File: config.mk
export PLATFORM = sky130hd
export DESIGN_NAME = voxel_face_cull_top
export DESIGN_NICKNAME = d
export VERILOG_FILES = /design/src/rtl/vfc_pkg.sv /design/src/rtl/vfc_addr_gen.sv /design/src/rtl/vfc_row_mem.sv /design/src/rtl/voxel_face_cull_top.sv
export SDC_FILE = /design/constraint.sdc
export NUM_CORES = 2
export LEC_CHECK = 0
export BUFFER_PORTS_ARGS = -buffer_cell sky130_fd_sc_hd__buf_2
export CAP_MARGIN = 20
export CORE_AREA = 2 2 428 430
export CTS_CLUSTER_SIZE = 28
export DETAILED_ROUTE_END_ITERATION = 12
export DIE_AREA = 0 0 430 432
export GPL_TIMING_DRIVEN = 0
export PLACE_DENSITY = 0.6
export RECOVER_POWER = 50
export SLEW_MARGIN = 20
export SYNTH_ARGS = -nofsm -noshare
export SYNTH_HDL_FRONTEND = slang
export SYNTH_SLANG_ARGS = --single-unit
File: constraint.sdc
create_clock -name clock -period 10.8 [get_ports clock]
set_input_delay 1.08 -clock clock [delete_from_list [all_inputs] [get_ports clock]]
set_output_delay 1.08 -clock clock [all_outputs]
set_load 0.005 [all_outputs]
File: src/rtl/vfc_pkg.sv
// Shared types, codes and constants for the voxel face culling block.
// Used by vfc_addr_gen, voxel_face_cull_top and the testbench; depends on nothing.
package vfc_pkg;

   // Default grid dimensions.
   localparam int DEF_SIZE_X = 16;
   localparam int DEF_SIZE_Y = 8;
   localparam int DEF_SIZE_Z = 16;

   // Coordinate arithmetic width: holds any coordinate, its neighbours and 256.
   localparam int COORD_W    = 9;
   // Width of the row address calculation before it is cut to the memory depth.
   localparam int ROW_CALC_W = 2 * COORD_W;

   localparam int FACE_W = 6;

   // Request action codes.
   localparam logic [1:0] ACT_CLEAR = 2'd0;
   localparam logic [1:0] ACT_ADD   = 2'd1;
   localparam logic [1:0] ACT_QUERY = 2'd2;

   // Neighbour read steps of a query.
   localparam int STEP_W = 3;
   localparam logic [STEP_W-1:0] STEP_CENTRE = 3'd0;
   localparam logic [STEP_W-1:0] STEP_ZP     = 3'd1;
   localparam logic [STEP_W-1:0] STEP_ZN     = 3'd2;
   localparam logic [STEP_W-1:0] STEP_YP     = 3'd3;
   localparam logic [STEP_W-1:0] STEP_YN     = 3'd4;

   // Bit positions of the faces in the visibility mask.
   localparam int FACE_ZP = 0;
   localparam int FACE_XP = 1;
   localparam int FACE_ZN = 2;
   localparam int FACE_XN = 3;
   localparam int FACE_YP = 4;
   localparam int FACE_YN = 5;

   typedef enum logic [2:0] {
      ST_SWEEP,
      ST_IDLE,
      ST_ADD_READ,
      ST_ADD_WRITE,
      ST_QUERY,
      ST_DRAIN,
      ST_FINISH
   } state_type;

   // Row address and column selects for one step, with in-grid flags.
   typedef struct packed {
      logic [ROW_CALC_W-1:0] row;
      logic [COORD_W-1:0]    col_self;
      logic [COORD_W-1:0]    col_a;
      logic [COORD_W-1:0]    col_b;
      logic                  hit_self;
      logic                  hit_a;
      logic                  hit_b;
   } nbr_type;

endpackage

File: src/rtl/vfc_addr_gen.sv
// Neighbour address generator: maps a cell and a read step to a row address
// of the occupancy memory and the columns to test. Depends on vfc_pkg.
module vfc_addr_gen #(
   parameter int SIZE_X = vfc_pkg::DEF_SIZE_X,
   parameter int SIZE_Y = vfc_pkg::DEF_SIZE_Y,
   parameter int SIZE_Z = vfc_pkg::DEF_SIZE_Z
) (
   input  logic [3:0]                  x_coord,
   input  logic [2:0]                  y_coord,
   input  logic [3:0]                  z_coord,
   input  logic [vfc_pkg::STEP_W-1:0]  step,
   output vfc_pkg::nbr_type            nbr
);

   logic [vfc_pkg::COORD_W-1:0] xe, ye, ze;
   logic [vfc_pkg::COORD_W-1:0] lim_x, lim_y, lim_z;
   logic [vfc_pkg::COORD_W-1:0] ny, nz;
   logic [vfc_pkg::COORD_W-1:0] one;
   logic                        x_in, y_in, z_in;

   assign one   = vfc_pkg::COORD_W'(1);
   assign xe    = vfc_pkg::COORD_W'(x_coord);
   assign ye    = vfc_pkg::COORD_W'(y_coord);
   assign ze    = vfc_pkg::COORD_W'(z_coord);
   assign lim_x = vfc_pkg::COORD_W'(SIZE_X);
   assign lim_y = vfc_pkg::COORD_W'(SIZE_Y);
   assign lim_z = vfc_pkg::COORD_W'(SIZE_Z);
   assign x_in  = xe < lim_x;
   assign y_in  = ye < lim_y;
   assign z_in  = ze < lim_z;

   // Pick the neighbour row for this step. Cells beyond the grid edge never hit.
   always_comb begin
      ny           = ye;
      nz           = ze;
      nbr.col_self = xe;
      nbr.hit_self = x_in && y_in && z_in;
      nbr.col_a    = xe;
      nbr.col_b    = xe;
      nbr.hit_a    = 1'b0;
      nbr.hit_b    = 1'b0;
      case (step)
         vfc_pkg::STEP_CENTRE: begin
            // The own row serves both x neighbours.
            nbr.col_a = xe + one;
            nbr.col_b = xe - one;
            nbr.hit_a = y_in && z_in && ((xe + one) < lim_x);
            nbr.hit_b = y_in && z_in && (xe != '0) && ((xe - one) < lim_x);
         end
         vfc_pkg::STEP_ZP: begin
            nz        = ze + one;
            nbr.hit_a = x_in && y_in && ((ze + one) < lim_z);
         end
         vfc_pkg::STEP_ZN: begin
            nz        = ze - one;
            nbr.hit_a = x_in && y_in && (ze != '0) && ((ze - one) < lim_z);
         end
         vfc_pkg::STEP_YP: begin
            ny        = ye + one;
            nbr.hit_a = x_in && z_in && ((ye + one) < lim_y);
         end
         vfc_pkg::STEP_YN: begin
            ny        = ye - one;
            nbr.hit_a = x_in && z_in && (ye != '0) && ((ye - one) < lim_y);
         end
         default: begin
            nbr.hit_a = 1'b0;
         end
      endcase
      nbr.row = vfc_pkg::ROW_CALC_W'(nz) * vfc_pkg::ROW_CALC_W'(SIZE_Y)
              + vfc_pkg::ROW_CALC_W'(ny);
   end

endmodule

File: src/rtl/vfc_row_mem.sv
// Occupancy memory: one row of x cells per (y, z) pair, one write port and
// one read port with registered read data. Depends on nothing.
module vfc_row_mem #(
   parameter int DEPTH = 128,
   parameter int WIDTH = 16,
   parameter int AW    = 7
) (
   input  logic             clock,
   input  logic             wr_en,
   input  logic [AW-1:0]    wr_addr,
   input  logic [WIDTH-1:0] wr_data,
   input  logic             rd_en,
   input  logic [AW-1:0]    rd_addr,
   output logic [WIDTH-1:0] rd_data
);

   logic [WIDTH-1:0] row_mem [DEPTH];
   logic [WIDTH-1:0] rd_data_ff;

   // Write port.
   always_ff @(posedge clock) begin
      if (wr_en) begin
         row_mem[wr_addr] <= wr_data;
      end
   end

   // Read port with registered read data.
   always_ff @(posedge clock) begin
      if (rd_en) begin
         rd_data_ff <= row_mem[rd_addr];
      end
   end

   assign rd_data = rd_data_ff;

endmodule

File: src/rtl/voxel_face_cull_top.sv
// Voxel face culling: occupancy map of opaque blocks with face visibility queries.
// A query's five row reads share one read port: it steps through the reads, a drain
// state and a finish state before the next request is taken. A transparent query goes
// straight to finish, an add reads its row and writes it back, an unused action is
// ignored, and a stalled result holds a query in finish. A clear sweeps one row a
// cycle; after reset the same sweep empties the map before the first request is taken.
module voxel_face_cull_top #(
   parameter int SIZE_X = vfc_pkg::DEF_SIZE_X,
   parameter int SIZE_Y = vfc_pkg::DEF_SIZE_Y,
   parameter int SIZE_Z = vfc_pkg::DEF_SIZE_Z
) (
   input  logic                        clock,
   input  logic                        reset,
   input  logic                        req_valid,
   output logic                        req_stall,
   input  logic [1:0]                  req_action,
   input  logic [3:0]                  req_x_coord,
   input  logic [2:0]                  req_y_coord,
   input  logic [3:0]                  req_z_coord,
   input  logic                        req_transparent,
   output logic                        rsp_valid,
   input  logic                        rsp_stall,
   output logic [vfc_pkg::FACE_W-1:0]  rsp_face_visible
);

   localparam int ROWS   = SIZE_Y * SIZE_Z;
   localparam int ROW_AW = $clog2(ROWS);
   localparam int COL_W  = $clog2(SIZE_X);

   vfc_pkg::state_type             state_ff, state_in;
   logic [ROW_AW-1:0]              sweep_ff, sweep_in;
   logic [vfc_pkg::STEP_W-1:0]     step_ff, step_in;
   logic [3:0]                     item_x_ff, item_x_in;
   logic [2:0]                     item_y_ff, item_y_in;
   logic [3:0]                     item_z_ff, item_z_in;
   logic                           item_transp_ff, item_transp_in;
   logic                           rd_pend_ff, rd_pend_in;
   logic [vfc_pkg::STEP_W-1:0]     rd_step_ff;
   vfc_pkg::nbr_type               rd_info_ff;
   logic [vfc_pkg::FACE_W-1:0]     occ_ff, occ_in;
   logic                           rsp_valid_ff, rsp_valid_in;
   logic [vfc_pkg::FACE_W-1:0]     rsp_face_ff, rsp_face_in;

   logic                           accept;
   logic                           last_row;
   logic                           slot_free;
   logic                           rsp_load;
   logic                           start_query;
   vfc_pkg::nbr_type               nbr;
   logic [ROW_AW-1:0]              nbr_row;
   logic                           mem_wr_en, mem_rd_en;
   logic [ROW_AW-1:0]              mem_wr_addr;
   logic [SIZE_X-1:0]              mem_wr_data;
   logic [SIZE_X-1:0]              rd_data;
   logic [SIZE_X-1:0]              row_mod;
   logic                           occ_a, occ_b;

   assign accept      = req_valid && !req_stall;
   assign last_row    = sweep_ff == ROW_AW'(ROWS - 1);
   assign slot_free   = !rsp_valid_ff || !rsp_stall;
   assign start_query = accept && (req_action == vfc_pkg::ACT_QUERY);
   assign nbr_row     = nbr.row[ROW_AW-1:0];

   // Neighbour addressing for the request held in the item registers.
   vfc_addr_gen #(
      .SIZE_X (SIZE_X),
      .SIZE_Y (SIZE_Y),
      .SIZE_Z (SIZE_Z)
   ) u_addr_gen (
      .x_coord (item_x_ff),
      .y_coord (item_y_ff),
      .z_coord (item_z_ff),
      .step    (step_ff),
      .nbr     (nbr)
   );

   vfc_row_mem #(
      .DEPTH (ROWS),
      .WIDTH (SIZE_X),
      .AW    (ROW_AW)
   ) u_row_mem (
      .clock   (clock),
      .wr_en   (mem_wr_en),
      .wr_addr (mem_wr_addr),
      .wr_data (mem_wr_data),
      .rd_en   (mem_rd_en),
      .rd_addr (nbr_row),
      .rd_data (rd_data)
   );

   // Row with the added cell updated, written back after the read.
   always_comb begin
      row_mod = rd_data;
      row_mod[nbr.col_self[COL_W-1:0]] = !item_transp_ff;
   end

   // Next state.
   always_comb begin
      state_in = state_ff;
      case (state_ff)
         vfc_pkg::ST_SWEEP: begin
            if (last_row) state_in = vfc_pkg::ST_IDLE;
         end
         vfc_pkg::ST_IDLE: begin
            if (accept) begin
               case (req_action)
                  vfc_pkg::ACT_CLEAR: state_in = vfc_pkg::ST_SWEEP;
                  vfc_pkg::ACT_ADD:   state_in = vfc_pkg::ST_ADD_READ;
                  vfc_pkg::ACT_QUERY: state_in = req_transparent ? vfc_pkg::ST_FINISH
                                                                 : vfc_pkg::ST_QUERY;
                  default:            state_in = vfc_pkg::ST_IDLE;
               endcase
            end
         end
         vfc_pkg::ST_ADD_READ: begin
            state_in = nbr.hit_self ? vfc_pkg::ST_ADD_WRITE : vfc_pkg::ST_IDLE;
         end
         vfc_pkg::ST_ADD_WRITE: begin
            state_in = vfc_pkg::ST_IDLE;
         end
         vfc_pkg::ST_QUERY: begin
            if (step_ff == vfc_pkg::STEP_YN) state_in = vfc_pkg::ST_DRAIN;
         end
         vfc_pkg::ST_DRAIN: begin
            state_in = vfc_pkg::ST_FINISH;
         end
         vfc_pkg::ST_FINISH: begin
            if (slot_free) state_in = vfc_pkg::ST_IDLE;
         end
         default: begin
            state_in = vfc_pkg::ST_IDLE;
         end
      endcase
   end

   // State outputs: handshake, memory port controls and result load.
   always_comb begin
      req_stall   = state_ff != vfc_pkg::ST_IDLE;
      mem_wr_en   = 1'b0;
      mem_wr_addr = nbr_row;
      mem_wr_data = row_mod;
      mem_rd_en   = 1'b0;
      rd_pend_in  = 1'b0;
      rsp_load    = 1'b0;
      case (state_ff)
         vfc_pkg::ST_SWEEP: begin
            mem_wr_en   = 1'b1;
            mem_wr_addr = sweep_ff;
            mem_wr_data = '0;
         end
         vfc_pkg::ST_ADD_READ: begin
            mem_rd_en = nbr.hit_self;
         end
         vfc_pkg::ST_ADD_WRITE: begin
            mem_wr_en = 1'b1;
         end
         vfc_pkg::ST_QUERY: begin
            mem_rd_en  = nbr.hit_a || nbr.hit_b;
            rd_pend_in = nbr.hit_a || nbr.hit_b;
         end
         vfc_pkg::ST_FINISH: begin
            rsp_load = slot_free;
         end
         default: begin
            rsp_load = 1'b0;
         end
      endcase
   end

   // Counters and the held request.
   always_comb begin
      sweep_in       = sweep_ff;
      step_in        = step_ff;
      item_x_in      = item_x_ff;
      item_y_in      = item_y_ff;
      item_z_in      = item_z_ff;
      item_transp_in = item_transp_ff;
      if (state_ff == vfc_pkg::ST_SWEEP) begin
         sweep_in = sweep_ff + ROW_AW'(1);
      end
      if (state_ff == vfc_pkg::ST_QUERY) begin
         step_in = step_ff + vfc_pkg::STEP_W'(1);
      end
      if (accept) begin
         sweep_in       = '0;
         step_in        = vfc_pkg::STEP_CENTRE;
         item_x_in      = req_x_coord;
         item_y_in      = req_y_coord;
         item_z_in      = req_z_coord;
         item_transp_in = req_transparent;
      end
   end

   // Occupied neighbours, collected as read data returns.
   assign occ_a = rd_info_ff.hit_a && rd_data[rd_info_ff.col_a[COL_W-1:0]];
   assign occ_b = rd_info_ff.hit_b && rd_data[rd_info_ff.col_b[COL_W-1:0]];

   always_comb begin
      occ_in = occ_ff;
      if (start_query) begin
         occ_in = '0;
      end else if (rd_pend_ff) begin
         case (rd_step_ff)
            vfc_pkg::STEP_CENTRE: begin
               occ_in[vfc_pkg::FACE_XP] = occ_a;
               occ_in[vfc_pkg::FACE_XN] = occ_b;
            end
            vfc_pkg::STEP_ZP: occ_in[vfc_pkg::FACE_ZP] = occ_a;
            vfc_pkg::STEP_ZN: occ_in[vfc_pkg::FACE_ZN] = occ_a;
            vfc_pkg::STEP_YP: occ_in[vfc_pkg::FACE_YP] = occ_a;
            vfc_pkg::STEP_YN: occ_in[vfc_pkg::FACE_YN] = occ_a;
            default:          occ_in = occ_ff;
         endcase
      end
   end

   // Output register; a transparent block shows no face.
   always_comb begin
      rsp_valid_in = rsp_valid_ff && rsp_stall;
      rsp_face_in  = rsp_face_ff;
      if (rsp_load) begin
         rsp_valid_in = 1'b1;
         rsp_face_in  = item_transp_ff ? '0 : ~occ_ff;
      end
   end

   // Control registers.
   always_ff @(posedge clock) begin
      if (reset) begin
         state_ff     <= vfc_pkg::ST_SWEEP;
         sweep_ff     <= '0;
         step_ff      <= vfc_pkg::STEP_CENTRE;
         rd_pend_ff   <= 1'b0;
         rsp_valid_ff <= 1'b0;
      end else begin
         state_ff     <= state_in;
         sweep_ff     <= sweep_in;
         step_ff      <= step_in;
         rd_pend_ff   <= rd_pend_in;
         rsp_valid_ff <= rsp_valid_in;
      end
   end

   // Payload registers.
   always_ff @(posedge clock) begin
      item_x_ff      <= item_x_in;
      item_y_ff      <= item_y_in;
      item_z_ff      <= item_z_in;
      item_transp_ff <= item_transp_in;
      rd_step_ff     <= step_ff;
      rd_info_ff     <= nbr;
      occ_ff         <= occ_in;
      rsp_face_ff    <= rsp_face_in;
   end

   assign rsp_valid        = rsp_valid_ff;
   assign rsp_face_visible = rsp_face_ff;

   // A new result appears only when a query has finished.
   a_rsp_from_finish: assert property (@(posedge clock) disable iff (reset)
      $rose(rsp_valid_ff) |-> $past(state_ff == vfc_pkg::ST_FINISH))
      else $error("result raised outside the finish state");

   // Read data is only collected for reads issued by a query step.
   a_pend_from_query: assert property (@(posedge clock) disable iff (reset)
      rd_pend_ff |-> $past(state_ff == vfc_pkg::ST_QUERY && mem_rd_en))
      else $error("pending read without a query read");

   // The sequencer never reads and writes one row in the same cycle.
   a_no_rw_clash: assert property (@(posedge clock) disable iff (reset)
      !(mem_wr_en && mem_rd_en && mem_wr_addr == nbr_row))
      else $error("read and write of the same row in one cycle");

   // A transparent queried block gives an empty mask.
   a_transp_zero: assert property (@(posedge clock) disable iff (reset)
      (rsp_load && item_transp_ff) |=> (rsp_face_ff == '0))
      else $error("transparent block returned visible faces");

endmodule

==> impl_metrics.csv <==
group,metric,value,unit
run_status,outcome,"finished with violations",
setup_path,reg2reg_depth,16,
clock_network,cts_buffers,216,
job,cap_violations,46,
setup_path,path_cells,"inv_1 > ha_1 > clkbuf_1 > and2_0 > nand2_1 > o21ai_0 > ha_1 > ha_1 > clkbuf_1 > clkinv_1 > nand2_1 > clkbuf_1 > clkbuf_1 > a21oi_1 > nor4_1 > a211oi_1",
final_layout,ff_latch_area,0.06318,mm2
die,io_pins,26,
route,drtPass1Iterations,9,
power_and_ir_drop,peakVddDrop,0.1636,mV
route,vias,49830,
clock_network,post_cts_buffers,0,
synth,synth_area,0.08276,mm2
clock_network,cts-resized-gates,0,
timing,fin_skew,0.05484,ns
place,hpwl,217200,um
final_layout,multi_input_area,0.01914,mm2
clock_network,numClockSinks,2115,
synth,synth-async-reset-ratio,0,
clock_network,clkTransAtPathRegs,0.06,ns
clock_network,clockBufferDepth,3,
die,initial_core_util,0.4555,
final_layout,fillers,14340,
run_status,violations,"capacitance limit, slew limit",
place,gp_congestion,1.039,
hold_path,min-delay-start,"req_z_coord[1]",
timing,rsz0062_at_grt,"no",
route,detail_route.iter0.violations,8947,
timing,setup_violations,0,
die,chipHeight,432,um
grt,grt_max_degree,41,
synth,ys_top_cells_by_area,"edfxtp_1 76%, mux4_2 11%, nand2_1 2.5%",
route,wl,318500,um
timing,whs,0.3609,ns
synth,yosysSeqAreaShare,0.7634,
die,row_count,157,
setup_path,reg2reg_from,"step_ff[0]",
synth,syn_avg_cell_area,18.56,um2
timing,tightest_slew,2.122,ns
clock_network,cts_tree,"built",
setup_path,worst_ep_arrival_time,8.66,ns
setup_path,slowest_stage,"clkbuf_1",
synth,ys.flop_type,"edfxtp_1",
setup_path,startpoint,"step_ff[0]",
final_layout,stdcell_count,7433,
power_and_ir_drop,power,16.51,mW
route,drcViolationCount,0,
timing,slew_violations,1420,
synth,syn_nets,4495,
setup_path,critical_path_peak_fanout,10,
die,die_w,430,um
setup_path,end_kind,"flop",
grt,grt.total_usage,0.3425,
route,wl_per_cell,42.85,um
power_and_ir_drop,p_leak,30.19,nW
grt,globalRouteOverflowTotal,0,
die,core,0.1817,mm2
power_and_ir_drop,power_density,172.7,mW/mm2
place,dp.cells,7015,
final_layout,final_layout_size_suffix_gt1_frac,0.2322,
grt,grt_pass1_vias,46630,
place,port_buffers,25,
hold_path,min_path_cells,1,
timing,relSlewSlack,-0.4196,
setup_path,critPathKind,"flop to flop",
clock_network,root_buffer,"clkbuf_16",
hold_path,min_path_type,"input pin to flop",
setup_path,cpMostUsedCell,"clkbuf_1",
clock_network,cts_max_level,4,
timing,fmax,122.6,MHz
setup_path,max_stage_delay,1.01,ns
synth,synth.most_common_cell,"edfxtp_1",
synth,synth_seq_cells,2115,
synth,synth.top_cell.area_share,0.7554,
synth,synth_edf_count,2082,
synth,synth_common_cells,"2082 x edfxtp_1, 552 x nand2_1, 387 x mux4_2, 222 x nor2_1, 142 x nand3_1",
synth,yosysWarnings,0,
grt,antenna_found_initial,29,
final_layout,nNetsFinal,4885,
synth,netlist_instances,4458,
timing,period_share,0.7552,
clock_network,holdBufCountCts,0,
die,dieArea,0.1858,mm2
route,final_antenna_net_count,0,
timing,tns,0,ns
final_layout,areaGrowthSynthToFinish,15.52,%
synth,ys_types,75,
clock_network,clk_latency,0.90,ns
setup_path,cp-start-kind,"flop",
synth,synth_top_area_cell,"edfxtp_1",
setup_path,cp_data_required_time,11.30,ns
timing,hold_viol,0,
timing,min_period,8.157,ns
route,vias_per_cell,6.703,
grt,grt_pass1_wl,420300,um
[power breakdown]
group	internal, mW	switching, mW	leakage, nW
sequential	8.90	0.00842	18.8
combinational	0.0183	0.0682	7.95
clock	4.18	3.33	3.44
[through the flow]
stage                     worst slack [ns]  utilization  instance area [um2]
final                                2.643       0.5262                95610
after floorplan                      3.710            -                82760
after global placement              -2.979       0.4726                85870
after CTS                            3.383       0.5328                96810
after global routing                 2.975       0.5260                95580
after detailed placement             3.409       0.4937                89700
[cell usage in the layout, fill, tap and decap left out, types with 37 or more instances in the layout]
master     synthesis  final
edfxtp_1        2082   2082
nand2_1          552    552
mux4_2           387    387
clkbuf_16          0    216
clkbuf_1          54    165
buf_2            122    154
nand3_1          142    142
mux2i_1          126    126
nor2_4             1    101
a21oi_1          100    100
nor2_1           222     86
o21ai_0           69     69
a32oi_1           51     51
clkinv_1           2     49
a31oi_1           45     45
nor2_2             4     40
clkinv_2           0     40
buf_4             36     39
buf_6             14     37
[layer usage]
layer  track usage  vias to the layer above  wire (um)
met5             0                        -        161
met4        0.2328                       21      26880
met3        0.1423                      982      46640
met2        0.4815                     4075     133700
met1        0.4329                    25920     111200
li1              -                    18830          -
[flip-flops by register name (all words and copies together), names as in the netlist]
name / cells
u_row_mem.rd_data: 16
step_ff: 3
state_ff: 3
item_x_ff: 4
rsp_valid: 1
occ_ff: 6
rd_step_ff: 3
rd_pend_ff: 1
sweep_ff: 7
item_transp_ff: 1
rd_info_ff: 9
u_row_mem.row_mem: 2048
rsp_face_visible: 6
item_y_ff: 3
item_z_ff: 4
[layout make-up]
cell class | instances | area share
timing repair buffer | 172 | 0.01828
clock buffer | 276 | 0.05973
sequential | 2115 | 0.6608
inverter | 20 | 0.0007852
tap | 2385 | 0.03121
multi-input combinational | 2080 | 0.2002
clock inverter | 129 | 0.01463
buffer | 243 | 0.01402
antenna | 13 | 0.0003403
[path summary, 6_finish.rpt]
kind	to	slack (ns)
hold reg to reg	rd_step_ff[1]	0.41
setup reg to reg	u_row_mem.rd_data[6]	2.64
hold / removal	item_z_ff[1]	0.36
setup / recovery	u_row_mem.rd_data[6]	2.64
[worst max-delay path: cells and delay by family (launching register included)]
kind | cells | cell delay (ns)
flip-flops | 1 | 0.44
AND/OR/NAND/NOR | 4 | 2.05
buffers and inverters | 6 | 3.65
AO/OA/AOI/OAI | 3 | 0.80
adder cells (fa/ha/maj) | 3 | 0.75
[kinds of logic (layout without fill, tap and decap cells)]
group,after synthesis,after routing,synth area share
flops,2115,2115,0.7634
simple gates,1056,1056,0.05434
mux,528,528,0.1227
compound gates,461,461,0.03831
buf+inv,263,840,0.01669
fa+ha+maj,19,19,0.002873
xor+xnor,16,16,0.001693
other cells,0,13,0
No activity file was read; power rests on OpenSTA's default activity.
